File: src/ats_pkg.sv
package ats_pkg;

  // Table geometry.
  localparam int MAX_TASKS   = 32;
  localparam int TASK_BITS   = 5;
  localparam int COUNT_BITS  = 6;
  localparam int MAX_THREADS = 64;
  localparam int THREAD_BITS = 6;
  localparam int EPOCH_BITS  = 16;
  localparam int PRI_BITS    = 8;
  localparam int KEY_BITS    = PRI_BITS + TASK_BITS;

  // Command codes.
  localparam logic [2:0] CMD_ADD       = 3'd0;
  localparam logic [2:0] CMD_DISP_OK   = 3'd1;
  localparam logic [2:0] CMD_DISP_FAIL = 3'd2;
  localparam logic [2:0] CMD_TRACK     = 3'd3;
  localparam logic [2:0] CMD_FINISH    = 3'd4;
  localparam logic [2:0] CMD_LIST      = 3'd5;

  // Task state codes.
  localparam logic [1:0] TS_READY    = 2'd0;
  localparam logic [1:0] TS_RUNNING  = 2'd1;
  localparam logic [1:0] TS_FINISHED = 2'd2;
  localparam logic [1:0] TS_STARVED  = 2'd3;

  localparam logic [PRI_BITS-1:0] PRI_MAX      = '1;
  localparam logic [PRI_BITS-1:0] THRESH_RESET = 8'd3;

  // Sort key: higher priority first, then lower id.
  typedef logic [KEY_BITS-1:0] key_t;

  typedef struct packed {
    logic [2:0]             cmd;
    logic [TASK_BITS-1:0]   task_id;
    logic [THREAD_BITS-1:0] thread_id;
    logic [EPOCH_BITS-1:0]  total_epochs;
  } in_item_t;

  typedef struct packed {
    logic [TASK_BITS-1:0] result_task;
    logic [1:0]           task_state;
    logic [PRI_BITS-1:0]  priority_now;
    logic [PRI_BITS-1:0]  rejections_now;
    logic                 all_done;
    logic                 starved_present;
    logic [TASK_BITS-1:0] starved_head;
    logic                 entry_valid;
    logic                 last;
  } out_item_t;

  // Control of the shared key comparator.
  typedef struct packed {
    logic eligible;
    logic first;
    logic have;
  } sel_ctrl_t;

endpackage

File: src/ats_key_sel.sv
module ats_key_sel (
  input  ats_pkg::sel_ctrl_t ctrl,
  input  ats_pkg::key_t      cand,
  input  ats_pkg::key_t      last_key,
  input  ats_pkg::key_t      best,
  output logic               take
);

  logic below;

  // A candidate must rank after the last listed task and beat the best so far.
  assign below = ctrl.first || (cand < last_key);
  assign take  = ctrl.eligible && below && (!ctrl.have || (cand > best));

endmodule
File: config.mk
export PLATFORM = sky130hd
export DESIGN_NAME = ats_key_sel
export DESIGN_NICKNAME = d
export VERILOG_FILES = /design/src/ats_pkg.sv /design/src/ats_key_sel.sv
export SDC_FILE = /design/constraint.sdc
export NUM_CORES = 1
export LEC_CHECK = 0
export ABC_AREA = 1
export BUFFER_PORTS_ARGS = -buffer_cell sky130_fd_sc_hd__buf_2
export CAP_MARGIN = 30
export CORE_AREA = 2 2 44 46
export DETAILED_ROUTE_END_ITERATION = 12
export DIE_AREA = 0 0 46 48
export PLACE_DENSITY_LB_ADDON = 0.05
export SKIP_LAST_GASP = 1
export SLEW_MARGIN = 20
export SYNTH_ARGS = -nofsm -noshare
export SYNTH_HDL_FRONTEND = slang
export SYNTH_SLANG_ARGS = --single-unit
export TNS_END_PERCENT = 30
File: constraint.sdc
create_clock -name vclk -period 2
set_clock_uncertainty 0.2 [all_clocks]
set_input_delay 0.4 -clock vclk [all_inputs]
set_output_delay 0.4 -clock vclk [all_outputs]
set_load 0.01 [all_outputs]
==> metrics.txt <==
maxcap violations 0; Post-Synthesis Cells 130; via count 899; share of cells above drive strength 1 a little over half; P per Cell Area 202 nW/um^2; Fmax achieved 0.473 GHz; Lkg Pwr between 0.7 and 0.8 nW; grt met3 use 0.377%; post-DR wirelength/cell between 9 and 10 um; Critical Path End Type primary output; Seq/Total Area, Yosys 0%; GRT Resource Usage Total 17.8%; remaining antenna violation count after routing 0; register area 0 sq um; setup slack after layout -0.116 ns; post-layout minimum cycle time 2.12 ns; PortBufs 43; failing checks setup timing; HP Class in2out; gpl congestion 0.753; RSZ-0062 raised after global routing yes; ANT cells 0; total design power 0.000270 W; final core occ roughly 79%; Pre-antenna DRT Iters 4; crit path kind in2out; initial antenna violation count 0; Least-Margin Pin Slew 0.131 ns; sequential cells 0; vias per cell approximately 4.7; period utilization 106%; Initial Util a little over two fifths; crit path launch type input port; # nets final 243; CP top delay family simple AND/OR/NAND/NOR gates; Hold Path Sink take; mean cell area of the mapped netlist 5.61 sq um; Core Region 1690 sq um; largest net degree at the start of global routing 3; die height 48 um; pre-CTS setup slack -0.172 ns; total wire length ~1900 um; CP max FO 2; Rel. slew slack about nine tenths; CP dominant cell by count nor2_4; Die ar. 2210 sq um; detailed router's first-iteration violation count 4; GRT met2 Usage around two fifths; Cell Area, Synth 729 sq um; Hold Violations, Final 0; DR DRC count 0; first-pass GRT wire length just under 3000 um; outcome finished, violations left; Critical-path top delay cell ha_4; Synth cell types 8; final slew viol count 0; hold path depth 4; Syn. warnings 0; HP Start ctrl[2]; Worst EP required between 1 and 1.5 ns; clock buf count 0; vias in the first global route 837; Synth Net Count 197; Max stage delay on crit path 0.27 ns; die width 46 um; worst-path cell chain buf_6, ha_4, nand2_4, nor2_4, inv_2, nor2_4, nand4_1, a21oi_2, nor2_1, buf_2; io pins 43; CP Data Arrival Time 1.52 ns; Synth-to-Final Area Change 83.2%; met1 usage 17.6%; Max VDD drop 0.112 mV; global routing's busiest layer met2; dpl hpwl 1360 um; Setup Viol. Count Final 1; Site Rows 15; total global routing overflow 0; CP bufs+invs 3
-- per-layer routing --
metal  share of wire (%)  wire length, um  up-vias
li1                    -                -      478
met1                  36              686      390
met2                  57             1080       27
met3                 4.1               78        4
met4                 2.2               41        0
met5                   0                0        -
-- cell type report --
class                      count  area (sq um)
fill                         119           353
inverter                      42           160
multi-input combinational     88           870
tap                           17          21.3
timing repair buffer          44           285
-- report_power, final --
group          switching [W]  total [W]  leakage [nW]  internal (W)
Clock                      0          0             0             0
Sequential                 0          0             0             0
Combinational       0.000130   0.000270         0.746      0.000140
-- timing repair --
item / in CTS / in global routing
setup buffers: 0 / 1
pin swaps: 22 / 19
hold buffers: 0 / 0
setup endpoints to repair: 1 / 1
resized for setup: 40 / 27
-- stage by stage --
step / cell area (sq um) / cells / hold slack (ns) / TNS [ns]
final: 1340 / 191 / 0.910 / -0.116
after global placement: 966 / 190 / 0.915 / -0.160
after global routing: 1340 / 191 / 0.952 / -0.233
after CTS: 1200 / 190 / 0.910 / -0.109
after detailed placement: 966 / 190 / 0.914 / -0.172
after floorplan: 729 / 130 / 0.700 / 0
-- worst max-delay path by stage --
stage | endpoint | cells past startpoint | slack [ns] | startpoint
floorplan | take | 10 | 0.06 | best[12]
global placement | take | 10 | -0.16 | cand[12]
detailed placement | take | 10 | -0.17 | cand[12]
CTS | take | 10 | -0.11 | cand[10]
global route | take | 12 | -0.23 | best[10]
finish | take | 10 | -0.12 | cand[12]
-- synth_stat cells --
| master | n | area, sq um |
|---|---|---|
| nor2_2 | 2 | 12.5 |
| nand2_1 | 41 | 154 |
| inv_1 | 42 | 158 |
| a21oi_1 | 8 | 40.0 |
| nand4_1 | 1 | 6.26 |
| ha_1 | 25 | 313 |
| nand3_1 | 4 | 20.0 |
| nor2_1 | 7 | 26.3 |
-- cells in the final DEF (no fill, tap or decap), types with 2 or more instances in the layout --
master and instances:
buf_4 2, ha_1 7, nand2_1 31, ha_4 18, buf_6 8, nand2_4 2, nand3_1 3, inv_1 30
buf_2 33, nor2_4 3, nand2_2 8, a21oi_2 4, a21oi_1 4, nor2_1 6, inv_2 11
-- worst min-delay path: stages --
cell and delay, ns:
buf_2 0.10, nand2_1 0.05, nor2_1 0.04, buf_2 0.13
-- kinds of logic after synthesis --
family / synth area share (%)
and+or+nand+nor: 30.0
AOI/OAI and AO/OA: 5.49
adders and majority gates: 42.9
buffers and inverters: 21.6
(Power assumes the default switching activity.)
